## config.mk

```make
export PLATFORM = sky130hd
export DESIGN_NAME = sse_data_event_parser
export DESIGN_NICKNAME = d
export VERILOG_FILES = /design/src/sv/sdep_pkg.sv /design/src/sv/sdep_front.sv /design/src/sv/sdep_fifo.sv /design/src/sv/sdep_back.sv /design/src/sv/sse_data_event_parser.sv
export SDC_FILE = /design/constraint.sdc
export NUM_CORES = 1
export LEC_CHECK = 0
export ABC_AREA = 1
export BUFFER_PORTS_ARGS = -buffer_cell sky130_fd_sc_hd__buf_2
export CAP_MARGIN = 10
export CORE_AREA = 2 2 168 170
export DETAILED_ROUTE_END_ITERATION = 7
export DIE_AREA = 0 0 170 172
export GPL_TIMING_DRIVEN = 0
export PLACE_DENSITY = 0.53
export SYNTH_ARGS = -nofsm -noshare
export SYNTH_HDL_FRONTEND = slang
export SYNTH_HIERARCHICAL = 1
export SYNTH_SLANG_ARGS = --single-unit
```

## constraint.sdc

```tcl
create_clock -name clk_i -period 8.3 [get_ports clk_i]
set_input_delay 1.245 -clock clk_i [delete_from_list [all_inputs] [get_ports clk_i]]
set_output_delay 1.245 -clock clk_i [all_outputs]
set_load 0.01 [all_outputs]
```

## src/sv/sdep_pkg.sv

```systemverilog
// Package for the data event parser: command and result codes, line phases,
// queue entry layout and the per-byte line decoding function.
// Depends on nothing; every module of the block uses it by scoped names.
package sdep_pkg;

  localparam int unsigned LenW   = 24;
  localparam int unsigned QDepth = 4;

  localparam logic [LenW-1:0] MaxLenReset = 24'h100000;

  localparam logic [7:0] CharLf    = 8'h0A;
  localparam logic [7:0] CharCr    = 8'h0D;
  localparam logic [7:0] CharSpace = 8'h20;
  localparam logic [7:0] CharColon = 8'h3A;

  typedef enum logic [1:0] {
    CMD_BYTE  = 2'd0,
    CMD_FLUSH = 2'd1,
    CMD_CLEAR = 2'd2
  } cmd_e;

  typedef enum logic [1:0] {
    KIND_PAYLOAD  = 2'd0,
    KIND_EVENT    = 2'd1,
    KIND_DISCARD  = 2'd2,
    KIND_OVERFLOW = 2'd3
  } kind_e;

  // Phases 0 to 3 count the letters of the field name matched so far.
  typedef enum logic [2:0] {
    PH_MATCH0 = 3'd0,
    PH_MATCH1 = 3'd1,
    PH_MATCH2 = 3'd2,
    PH_MATCH3 = 3'd3,
    PH_COLON  = 3'd4,
    PH_FIRST  = 3'd5,
    PH_VALUE  = 3'd6,
    PH_IGNORE = 3'd7
  } phase_e;

  typedef struct packed {
    kind_e      kind;
    logic [7:0] data;
  } result_t;

  // Results caused by one accepted item, oldest in res0.
  typedef struct packed {
    logic [1:0] num;
    result_t    res0;
    result_t    res1;
  } entry_t;

  typedef struct packed {
    phase_e     phase;
    logic       hp;
    logic       emit;
    logic [7:0] data;
  } line_t;

  function automatic logic [7:0] field_char(logic [1:0] idx);
    logic [7:0] c;
    unique case (idx)
      2'd0:    c = 8'h64;
      2'd1:    c = 8'h61;
      2'd2:    c = 8'h74;
      default: c = 8'h61;
    endcase
    return c;
  endfunction

  // One ordinary byte of a line, neither line feed nor a held carriage return.
  function automatic line_t line_byte(phase_e phase, logic hp, logic [7:0] c);
    line_t r;
    r.phase = phase;
    r.hp    = hp;
    r.emit  = 1'b0;
    r.data  = c;
    unique case (phase)
      PH_MATCH0, PH_MATCH1, PH_MATCH2, PH_MATCH3: begin
        r.phase = (c == field_char(phase[1:0])) ? phase_e'(phase + 3'd1) : PH_IGNORE;
      end
      PH_COLON: begin
        if (c == CharColon) begin
          r.emit  = hp;
          r.data  = CharLf;
          r.phase = PH_FIRST;
        end else begin
          r.phase = PH_IGNORE;
        end
      end
      PH_FIRST: begin
        r.emit  = (c != CharSpace);
        r.hp    = hp | (c != CharSpace);
        r.phase = PH_VALUE;
      end
      PH_VALUE: begin
        r.emit = 1'b1;
        r.hp   = 1'b1;
      end
      default: begin
      end
    endcase
    return r;
  endfunction

  function automatic entry_t append(entry_t e, kind_e kind, logic [7:0] data);
    entry_t r;
    r = e;
    if (e.num == 2'd0) begin
      r.res0.kind = kind;
      r.res0.data = data;
    end else begin
      r.res1.kind = kind;
      r.res1.data = data;
    end
    r.num = e.num + 2'd1;
    return r;
  endfunction

endpackage

```

## src/sv/sdep_front.sv

```systemverilog
// Front part of the data event parser: accepts commands and stream bytes,
// keeps the line state and forms the results of each item as one queue entry.
// Depends on sdep_pkg.
module sdep_front (
  input  logic                    clk_i,
  input  logic                    rst_ni,
  input  logic                    cfg_we_i,
  input  logic [sdep_pkg::LenW-1:0] cfg_wdata_i,
  input  logic                    in_valid_i,
  output logic                    in_stall_o,
  input  logic [1:0]              command_i,
  input  logic [7:0]              data_byte_i,
  input  logic                    q_full_i,
  output logic                    q_push_o,
  output sdep_pkg::entry_t        q_entry_o
);

  logic [sdep_pkg::LenW-1:0] max_len_q;
  sdep_pkg::phase_e          phase_q, phase_d;
  logic                      pcr_q, pcr_d;
  logic                      hp_q, hp_d;
  logic [sdep_pkg::LenW-1:0] cnt_q, cnt_d;
  logic                      in_xfer;
  sdep_pkg::entry_t          ent;
  sdep_pkg::line_t           lb_cr, lb_b;

  assign in_stall_o = q_full_i;
  assign in_xfer    = in_valid_i & ~q_full_i;

  always_comb begin
    phase_d = phase_q;
    pcr_d   = pcr_q;
    hp_d    = hp_q;
    cnt_d   = cnt_q;
    ent     = '0;
    lb_cr   = '0;
    lb_b    = '0;
    unique case (command_i)
      sdep_pkg::CMD_BYTE: begin
        if (data_byte_i == sdep_pkg::CharLf) begin
          // The line is empty when it holds nothing but a held carriage return.
          if (cnt_q == {{(sdep_pkg::LenW-1){1'b0}}, pcr_q}) begin
            if (hp_q) begin
              ent  = sdep_pkg::append(ent, sdep_pkg::KIND_EVENT, 8'h00);
              hp_d = 1'b0;
            end
          end else if (phase_q == sdep_pkg::PH_COLON && hp_q) begin
            ent = sdep_pkg::append(ent, sdep_pkg::KIND_PAYLOAD, sdep_pkg::CharLf);
          end
          phase_d = sdep_pkg::PH_MATCH0;
          pcr_d   = 1'b0;
          cnt_d   = '0;
        end else if (cnt_q >= max_len_q) begin
          ent = sdep_pkg::append(ent, sdep_pkg::KIND_OVERFLOW, 8'h00);
        end else begin
          // A held carriage return not followed by a line feed is line content.
          if (pcr_q) begin
            lb_cr = sdep_pkg::line_byte(phase_q, hp_q, sdep_pkg::CharCr);
          end else begin
            lb_cr.phase = phase_q;
            lb_cr.hp    = hp_q;
          end
          if (lb_cr.emit) begin
            ent = sdep_pkg::append(ent, sdep_pkg::KIND_PAYLOAD, lb_cr.data);
          end
          if (data_byte_i == sdep_pkg::CharCr) begin
            lb_b.phase = lb_cr.phase;
            lb_b.hp    = lb_cr.hp;
            pcr_d      = 1'b1;
          end else begin
            lb_b  = sdep_pkg::line_byte(lb_cr.phase, lb_cr.hp, data_byte_i);
            pcr_d = 1'b0;
          end
          if (lb_b.emit) begin
            ent = sdep_pkg::append(ent, sdep_pkg::KIND_PAYLOAD, lb_b.data);
          end
          phase_d = lb_b.phase;
          hp_d    = lb_b.hp;
          cnt_d   = cnt_q + 1'b1;
        end
      end
      sdep_pkg::CMD_FLUSH: begin
        if (phase_q == sdep_pkg::PH_COLON && hp_q) begin
          ent = sdep_pkg::append(ent, sdep_pkg::KIND_PAYLOAD, sdep_pkg::CharLf);
        end
        if (hp_q) begin
          ent = sdep_pkg::append(ent, sdep_pkg::KIND_EVENT, 8'h00);
        end
        hp_d    = 1'b0;
        phase_d = sdep_pkg::PH_MATCH0;
        pcr_d   = 1'b0;
        cnt_d   = '0;
      end
      sdep_pkg::CMD_CLEAR: begin
        if (hp_q) begin
          ent = sdep_pkg::append(ent, sdep_pkg::KIND_DISCARD, 8'h00);
        end
        hp_d    = 1'b0;
        phase_d = sdep_pkg::PH_MATCH0;
        pcr_d   = 1'b0;
        cnt_d   = '0;
      end
      default: begin
      end
    endcase
  end

  assign q_push_o  = in_xfer & (ent.num != 2'd0);
  assign q_entry_o = ent;

  always_ff @(posedge clk_i or negedge rst_ni) begin
    if (!rst_ni) begin
      max_len_q <= sdep_pkg::MaxLenReset;
      phase_q   <= sdep_pkg::PH_MATCH0;
      pcr_q     <= 1'b0;
      hp_q      <= 1'b0;
      cnt_q     <= '0;
    end else begin
      if (cfg_we_i) begin
        max_len_q <= cfg_wdata_i;
      end
      if (in_xfer) begin
        phase_q <= phase_d;
        pcr_q   <= pcr_d;
        hp_q    <= hp_d;
        cnt_q   <= cnt_d;
      end
    end
  end

  assert property (@(posedge clk_i) disable iff (!rst_ni)
    pcr_q |-> (cnt_q != '0))
    else $error("held carriage return without a counted byte");

endmodule

```

## src/sv/sdep_fifo.sv

```systemverilog
// Short queue between the front and back parts of the data event parser.
// Holds one entry per item that caused results. Depends on sdep_pkg.
module sdep_fifo (
  input  logic             clk_i,
  input  logic             rst_ni,
  input  logic             push_i,
  input  sdep_pkg::entry_t push_entry_i,
  output logic             full_o,
  input  logic             pop_i,
  output logic             empty_o,
  output sdep_pkg::entry_t head_o
);

  localparam int unsigned PtrW = (sdep_pkg::QDepth > 1) ? $clog2(sdep_pkg::QDepth) : 1;
  localparam int unsigned CntW = $clog2(sdep_pkg::QDepth + 1);

  sdep_pkg::entry_t mem_q [sdep_pkg::QDepth];
  logic [PtrW-1:0]  wr_ptr_q, rd_ptr_q;
  logic [CntW-1:0]  cnt_q;

  function automatic logic [PtrW-1:0] next_ptr(logic [PtrW-1:0] p);
    return (p == PtrW'(sdep_pkg::QDepth - 1)) ? '0 : p + 1'b1;
  endfunction

  assign full_o  = (cnt_q == CntW'(sdep_pkg::QDepth));
  assign empty_o = (cnt_q == '0);
  assign head_o  = mem_q[rd_ptr_q];

  always_ff @(posedge clk_i) begin
    if (push_i) begin
      mem_q[wr_ptr_q] <= push_entry_i;
    end
  end

  always_ff @(posedge clk_i or negedge rst_ni) begin
    if (!rst_ni) begin
      wr_ptr_q <= '0;
      rd_ptr_q <= '0;
      cnt_q    <= '0;
    end else begin
      if (push_i) begin
        wr_ptr_q <= next_ptr(wr_ptr_q);
      end
      if (pop_i) begin
        rd_ptr_q <= next_ptr(rd_ptr_q);
      end
      if (push_i && !pop_i) begin
        cnt_q <= cnt_q + 1'b1;
      end else if (pop_i && !push_i) begin
        cnt_q <= cnt_q - 1'b1;
      end
    end
  end

  assert property (@(posedge clk_i) disable iff (!rst_ni)
    !(push_i && full_o))
    else $error("queue written while full");

  assert property (@(posedge clk_i) disable iff (!rst_ni)
    !(pop_i && empty_o))
    else $error("queue read while empty");

endmodule

```

## src/sv/sdep_back.sv

```systemverilog
// Back part of the data event parser: takes queue entries and hands their
// results out one transfer at a time from registers. Depends on sdep_pkg.
module sdep_back (
  input  logic             clk_i,
  input  logic             rst_ni,
  input  logic             q_empty_i,
  input  sdep_pkg::entry_t q_head_i,
  output logic             q_pop_o,
  output logic             out_valid_o,
  input  logic             out_stall_i,
  output logic [1:0]       kind_o,
  output logic [7:0]       out_byte_o
);

  logic              valid_q;
  sdep_pkg::result_t cur_q;
  sdep_pkg::result_t nxt_q;
  logic              has_nxt_q;
  logic              out_xfer;

  assign out_xfer = valid_q & ~out_stall_i;
  // A new entry is loaded once the register is empty or its last result leaves.
  assign q_pop_o  = ~q_empty_i & (~valid_q | (out_xfer & ~has_nxt_q));

  assign out_valid_o = valid_q;
  assign kind_o      = cur_q.kind;
  assign out_byte_o  = cur_q.data;

  always_ff @(posedge clk_i) begin
    if (q_pop_o) begin
      cur_q <= q_head_i.res0;
      nxt_q <= q_head_i.res1;
    end else if (out_xfer && has_nxt_q) begin
      cur_q <= nxt_q;
    end
  end

  always_ff @(posedge clk_i or negedge rst_ni) begin
    if (!rst_ni) begin
      valid_q   <= 1'b0;
      has_nxt_q <= 1'b0;
    end else begin
      if (q_pop_o) begin
        valid_q   <= 1'b1;
        has_nxt_q <= (q_head_i.num == 2'd2);
      end else if (out_xfer) begin
        valid_q   <= has_nxt_q;
        has_nxt_q <= 1'b0;
      end
    end
  end

  assert property (@(posedge clk_i) disable iff (!rst_ni)
    has_nxt_q |-> valid_q)
    else $error("second result held without a first");

  assert property (@(posedge clk_i) disable iff (!rst_ni)
    q_pop_o |-> (q_head_i.num == 2'd1 || q_head_i.num == 2'd2))
    else $error("queue entry without results");

endmodule

```

## src/sv/sse_data_event_parser.sv

```systemverilog
// Top level of the data event parser: front part, entry queue and back part.
// Depends on sdep_pkg, sdep_front, sdep_fifo and sdep_back.
//
//   Channel  Direction  Handshake                 Payload
//   in       input      in_valid_i / in_stall_o   command_i, data_byte_i
//   out      output     out_valid_o / out_stall_i kind_o, out_byte_o
//   cfg      input      cfg_we_i                  cfg_wdata_i (max line length)
//
// One item is taken every cycle while the queue is not full; its first result
// passes through the queue and then the output register before it is offered,
// one transfer per cycle while out_stall_i is low. An item with two results needs two
// output transfers, which sets the sustained rate. The input stalls only when the
// four-entry queue is full. Reset clears the line state, the queue and the output
// register, and loads the maximum line length of 1048576.
module sse_data_event_parser (
  input  logic                      clk_i,
  input  logic                      rst_ni,
  input  logic                      cfg_we_i,
  input  logic [sdep_pkg::LenW-1:0] cfg_wdata_i,
  input  logic                      in_valid_i,
  output logic                      in_stall_o,
  input  logic [1:0]                command_i,
  input  logic [7:0]                data_byte_i,
  output logic                      out_valid_o,
  input  logic                      out_stall_i,
  output logic [1:0]                kind_o,
  output logic [7:0]                out_byte_o
);

  logic             q_push, q_pop, q_full, q_empty;
  sdep_pkg::entry_t q_wr_entry, q_head;

  sdep_front u_front (
    .clk_i       (clk_i),
    .rst_ni      (rst_ni),
    .cfg_we_i    (cfg_we_i),
    .cfg_wdata_i (cfg_wdata_i),
    .in_valid_i  (in_valid_i),
    .in_stall_o  (in_stall_o),
    .command_i   (command_i),
    .data_byte_i (data_byte_i),
    .q_full_i    (q_full),
    .q_push_o    (q_push),
    .q_entry_o   (q_wr_entry)
  );

  sdep_fifo u_fifo (
    .clk_i        (clk_i),
    .rst_ni       (rst_ni),
    .push_i       (q_push),
    .push_entry_i (q_wr_entry),
    .full_o       (q_full),
    .pop_i        (q_pop),
    .empty_o      (q_empty),
    .head_o       (q_head)
  );

  sdep_back u_back (
    .clk_i       (clk_i),
    .rst_ni      (rst_ni),
    .q_empty_i   (q_empty),
    .q_head_i    (q_head),
    .q_pop_o     (q_pop),
    .out_valid_o (out_valid_o),
    .out_stall_i (out_stall_i),
    .kind_o      (kind_o),
    .out_byte_o  (out_byte_o)
  );

endmodule

```

# == Word level (Yosys, flattened, before mapping) ==
# Memory sizes are Yosys's and may differ from the RTL's.
# Cells that the tools add are included.
# W data, S select, Z words.
# totals
ff_bits,82
latchBits,0
ramBits,88
romBits,0
inputBits,39
output_inout_bits,12
word_cells,170
n_memories,1
# classes
add_sub_neg,9
mul,0
div,0
order_cmp,1
n_eq_ne,29
shifts,0
muxes,79
n_bitwise,12
n_reduce_logical,25
# mem_list
name,depth,word_bits,read_ports,rd_ports_with_merged_regs,write_ports,line,text
u_fifo.mem_q,4,22,1,0,1,sdep_fifo.sv:17,sdep_pkg::entry_t mem_q [sdep_pkg::QDepth];
# op_table
op,n
$mux W22,9
$mux W8,11
$mux W21,4
$mux W9,9
$pmux W22 S3,1
$mux W10,6
$mux W24,2
$pmux W24 S2,1
$add A24 B1 Y24 const B,1
$eq A24 B1 Y1,1
$ge A24 B24 Y1,1
$eq A3 B3 Y1 const B,7
$mux W4,5
$pmux W5 S2,2
$mux W3,6
$pmux W3 S3,2
$eq A8 B4 Y1 const B,2
$eq A2 B2 Y1 const B,6
$eq A3 B2 Y1 const B,4
$mux W1,12
$logic_not A2 Y1,5
$reduce_bool A2 Y1,5
$add A3 B1 Y3 const B,3
$logic_not A3 Y1,3
23 further kinds,47

# == Depth between registers and ports, before layout ==
# logic_depth
depth_word,31
ltp_mapped,27
depth_no_buf,26

# == Cells and area by module ==
# Netlist, hierarchy kept.
# modules_own_cells
mod,instances,cells_per_inst,area_per_inst_um2,seq_area_each_um2
sdep_front,1,576,4091.4,1327.5
sdep_fifo,1,307,3942.5,2817.7
sdep_back,1,69,865.8,650.6

# == Least setup slack after synthesis ==
# Ideal clock, no wire load.
# synth_path
path_kind,input to register
from,input data_byte_i[6]
to,register u_fifo.cnt_q[2]
arrival_time_ps,3916
setup_slack_ps,4267
stages,19
path_buffers,1
path_cell_list,or2_1 nor3_2 nand2_1 and2_1 buf_6 ha_1 inv_1 nand4_1 nand2_1 nand2_1 nand2_1 a21oi_1 ha_1 inv_1 fa_1 nand2_1 nand3_1 nand2_1 nand2_1
# synth_via
elab_chain_len,16
elab_cells_between_ends,21
# synth_rtl
item,line,text
from (decl),sse_data_event_parser.sv:23,"input logic [7:0] data_byte_i,"
$eq A8 B6 Y1,sdep_pkg.sv:83,if (c == CharColon) begin
$mux W9,sdep_pkg.sv:83,
$pmux W1 S3,sdep_pkg.sv:78,unique case (phase)
$mux W9,sdep_front.sv:66,if (data_byte_i == sdep_pkg::CharCr) begin
$mux W9,sdep_front.sv:53,end else if (cnt_q >= max_len_q) begin
$mux W9,sdep_front.sv:40,if (data_byte_i == sdep_pkg::CharLf) begin
$mux W9,sdep_front.sv:38,unique case (command_i)
$mux W22,sdep_front.sv:74,if (lb_b.emit) begin
$mux W22,sdep_front.sv:53,
$mux W22 (*),sdep_front.sv:40,
$pmux W22 S3 (*),sdep_front.sv:38,
$reduce_bool A2 Y1 (*),sdep_front.sv:108,assign q_push_o = in_xfer & (ent.num != 2'd0);
$and A1 B1 Y1 (*),sdep_front.sv:108,
via q_push,sse_data_event_parser.sv:30,"logic q_push, q_pop, q_full, q_empty;"
$logic_not A1 Y1,sdep_fifo.sv:49,end else if (pop_i && !push_i) begin
$logic_and A1 B1 Y1,sdep_fifo.sv:49,
$reduce_bool A2 Y1 (no line),n/a,
to (signal assigned),sdep_fifo.sv:48,cnt_q <= cnt_q + 1'b1;
to (signal assigned),sdep_fifo.sv:50,cnt_q <= cnt_q - 1'b1;
to (decl),sdep_fifo.sv:19,logic [CntW-1:0] cnt_q;
# The timed path passes the listed nets; every way through them passes the cells marked *. The select of a mux whose other input is x is not followed.
# A chain may end at the register's enable or synchronous reset.

# == Worst setup path in the final report ==
# layout_path
from,input data_byte_i[0]
to,"memory u_fifo/mem_q[3][18] (netlist bit), enable pin"
# layout_via
elab_chain_len,15
elab_cells_between_ends,18
# layout_rtl
item,line,text
$eq A8 B6 Y1,sdep_pkg.sv:83,
$mux W9,sdep_pkg.sv:83,
$pmux W1 S3,sdep_pkg.sv:78,
$mux W9,sdep_front.sv:66,
$mux W9,sdep_front.sv:53,
$mux W9,sdep_front.sv:40,
$mux W9,sdep_front.sv:38,
$mux W22,sdep_front.sv:74,
$mux W22,sdep_front.sv:53,
$mux W22 (*),sdep_front.sv:40,
$pmux W22 S3 (*),sdep_front.sv:38,
$reduce_bool A2 Y1 (*),sdep_front.sv:108,
$and A1 B1 Y1 (*),sdep_front.sv:108,
via q_push,sse_data_event_parser.sv:30,
$mux W1 (*),sdep_fifo.sv:30,if (push_i) begin
$mux W1 (implied by the code) (*),sdep_fifo.sv:31,mem_q[wr_ptr_q] <= push_entry_i;
to (decl),sdep_fifo.sv:17,
# Marks and branches as above.

==> impl_metrics.ini <==
[run_status]
status = finished, final reports clean

[critical_path]
path_cells = buf_2 > inv_1 > nand2_1 > nor4_2 > nand2_1 > o21ai_2 > and2_1 > buf_6 > ha_1 > nand2_1 > nor3_1 > nor2_1 > a21oi_1 > nand2_1 > inv_1
worstSetupStartpointType = input pin
crit_arrival_ps = 4600
cp_slowest_stage_delay_ps = 840
rr_endpoint = u_fifo/mem_q[3][18]
critical_path.most_common_cell = nand2_1
regToRegSetupSlack_ps = 3750
cp_slowest_cell = inv_1
crit_type = in -> reg
path_buf_inv = 4
regToRegStartpoint = u_front/phase_q[1]
cp-end-kind = flop
ff2ff_path_depth = 17
critPathMaxFanout = 22
crit_required_ps = 8340
critPathTopFamily = simple AND/OR/NAND/NOR gates

[pwr]
p_per_area_nw_per_um2 = 268
ir_worst_vdd_mv = 0.142
pwr-share-comb_pct = 29.6
power_switching_share_pct = 36.8
internal_power_uw = 1730
sequentialPowerShare_pct = 40.1
p_leak_uw = 0.00467
clkPwrFrac_pct = 30.3
power_switching_uw = 1010

[worst_hold_path]
min_from = u_fifo/cnt_q[2]
holdPathStages = 2
hold_path_end = u_fifo/cnt_q[2]
hold_path.class = reg -> reg

[cts]
post_cts_resized = 0
clk_latency_ps = 440
cts.path.max_buffers = 2
cts_tree = done
cts.clk_slew.worst_paths_ps = 80
h-tree-depth = 4
cts_sinks = 170
cts_buffers = 17
post_cts_buffers = 0
hold_buffers = 0
cts_root_buffer = clkbuf_16

[placed_design]
portBuffers = 49
place_ws_ps = 3220
gp_congestion = 0.856
dpl.hpwl_um = 14700

[drt]
dr.pass1.iters = 5
num_vias = 6487
first_iter_violations = 360
viasPerCell = 4.70
drt_wl_total_um = 20200
final_antenna_net_count = 0
post-route-drc-count = 0
wl_per_cell_um = 14.6

[timing]
tightest_slew_ps = 1120
rsz0062_at_grt = no
period_share_pct = 54.9
fmax_mhz = 219
worst_slack_ps = 3740
finalHoldViolCount = 0
relSlewSlack_pct = 25.2
post-route-min-period_ps = 4560
finalSetupTns_ps = 0
final_max_slew_viol_count = 0
setup_viol = 0
fin_skew_ps = 17.4

[yosys]
netlist_instances = 952
yosysUniqueCellTypes = 50
syn-num-nets = 1033
yosys.area.top_type = edfxtp_1
ys_seq_elements = 170
synthFlopType = edfxtp_1
yosysSeqAreaShare_pct = 53.9
async_flop_share_pct = 36.5
synth_edf_count = 108
synth_area_leaders = edfxtp_1 (36%), dfrtp_1 (17%), nand2_1 (10%)
synth_warnings = 6
synth.avg_cell_area_um2 = 9.35
synth_area_um2 = 8900
synth_top_cell_area_share_pct = 36.4

[floorplan]
core_um2 = 27500
io_pins = 51
die_h_um = 172
num_rows = 61
design.die.area_um2 = 29200
die_w_um = 170
initial_core_util_pct = 32.4

[grt]
first_global_vias = 6417
grt_pass1_wl_um = 33300
antenna_found_initial = 0
gr-total-overflow = 0
grt_use_total_pct = 14.8
grt_max_degree = 63

[final_layout]
final_cell_mix = nand2_1 (245), inv_1 (146), edfxtp_1 (108)
drive_gt1_share_pct = 14.4
fin_nets = 1101
area_delta_synth_final_pct = 14.8
mostFrequentLayoutCell = nand2_1
regArea_um2 = 4800
multi_input_area_um2 = 3350
diodes = 0
utilization_pct = 37.2
n_fill_cell = 2809

[run]
max-cap-violations = 0
-- cells in the mapped netlist, drive strengths merged (3+ instances only) --
| cell type | n |
|---|---|
| buf | 22 |
| xor2 | 5 |
| o21ai | 66 |
| o22ai | 5 |
| ha | 41 |
| inv | 153 |
| nor4 | 6 |
| nand3 | 37 |
| nor3 | 18 |
| edfxtp | 108 |
| o21bai | 3 |
| o211ai | 45 |
| xnor2 | 4 |
| dfrtp | 61 |
| a21oi | 21 |
| nor2 | 55 |
| nand4 | 21 |
| nand2 | 255 |
| clkbuf | 7 |
-- area by class of cell --
type	count	area share [%]
tap	346	4.24
sequential	170	46.9
clock buffer	17	4.16
timing repair buffer	49	2.42
multi-input combinational	600	32.7
clock inverter	15	2.07
buffer	29	1.80
inverter	153	5.62
-- state kept, by name, indices dropped and copies added (netlist names), 2 cells and up --
| name | count |
|---|---|
| u_fifo/cnt_q | 3 |
| u_front/phase_q | 3 |
| u_back/kind_o | 2 |
| u_front/max_len_q | 24 |
| u_fifo/wr_ptr_q | 2 |
| u_front/cnt_q | 24 |
| u_back/out_byte_o | 8 |
| u_fifo/rd_ptr_q | 2 |
| u_back/nxt_q | 10 |
| u_fifo/mem_q | 88 |
-- tightest hold or removal path, cell delays in order, from the launching register on --
cell	delay, ps
dfrtp_1	370
nand2_1	60
nand2_1	40
-- power by group through the flow --
stage          Sequential [µW]  Clock [µW]  Combinational (µW)
6_report                  1100         831                 813
5_1_grt                   1110         889                 928
4_1_cts                   1100         852                 825
3_5_place_dp              1120           0                 822
3_3_place_gp              1120           0                 804
2_1_floorplan             1120           0                 555
-- logic make-up (layout without fill, tap and decap cells) --
| logic type | count (synthesis) | in the layout | share of synthesized area, % |
|---|---|---|---|
| buffers and inverters | 182 | 263 | 8.52 |
| AOI/OAI and AO/OA | 148 | 148 | 10.6 |
| DFF | 170 | 170 | 53.9 |
| other | 1 | 1 | 0.0421 |
| and+or+nand+nor | 399 | 399 | 19.9 |
| muxes | 1 | 1 | 0.127 |
| adders and majority gates | 42 | 42 | 5.99 |
| xor gates and xnor gates | 9 | 9 | 0.886 |
-- how the worst max path moves through the flow --
| stage | end | start | cells past startpoint | slack (ps) |
|---|---|---|---|---|
| floorplan | u_fifo/cnt_q[2] | data_byte_i[6] | 19 | 4270 |
| global placement | u_fifo/mem_q[3][1] | data_byte_i[6] | 14 | 3290 |
| detailed placement | u_fifo/mem_q[3][0] | data_byte_i[0] | 15 | 3220 |
| CTS | u_fifo/mem_q[3][12] | u_front/pcr_q | 16 | 3650 |
| global route | u_fifo/mem_q[3][15] | u_front/phase_q[1] | 18 | 3230 |
| finish | u_fifo/mem_q[3][18] | data_byte_i[0] | 15 | 3740 |
-- through the flow --
stage / instances / power (µW) / hold WS, ps / instance area [µm²]
final: 1379 / 2740 / 505 / 10200
after global routing: 1379 / 2930 / 547 / 10200
after CTS: 1379 / 2780 / 508 / 10200
after detailed placement: 1347 / 1940 / 492 / 9580
after global placement: 1347 / 1920 / 488 / 9580
after floorplan: 952 / 1680 / 463 / 8900
-- metal layers --
layer	vias up	global-route usage (%)	share of wire, %
li1	3313	-	-
met1	3054	20.3	50
met2	107	24.1	45
met3	13	2.75	3.8
met4	0	4.05	0.94
met5	-	0	0
Power figures use the tool's default switching activity.
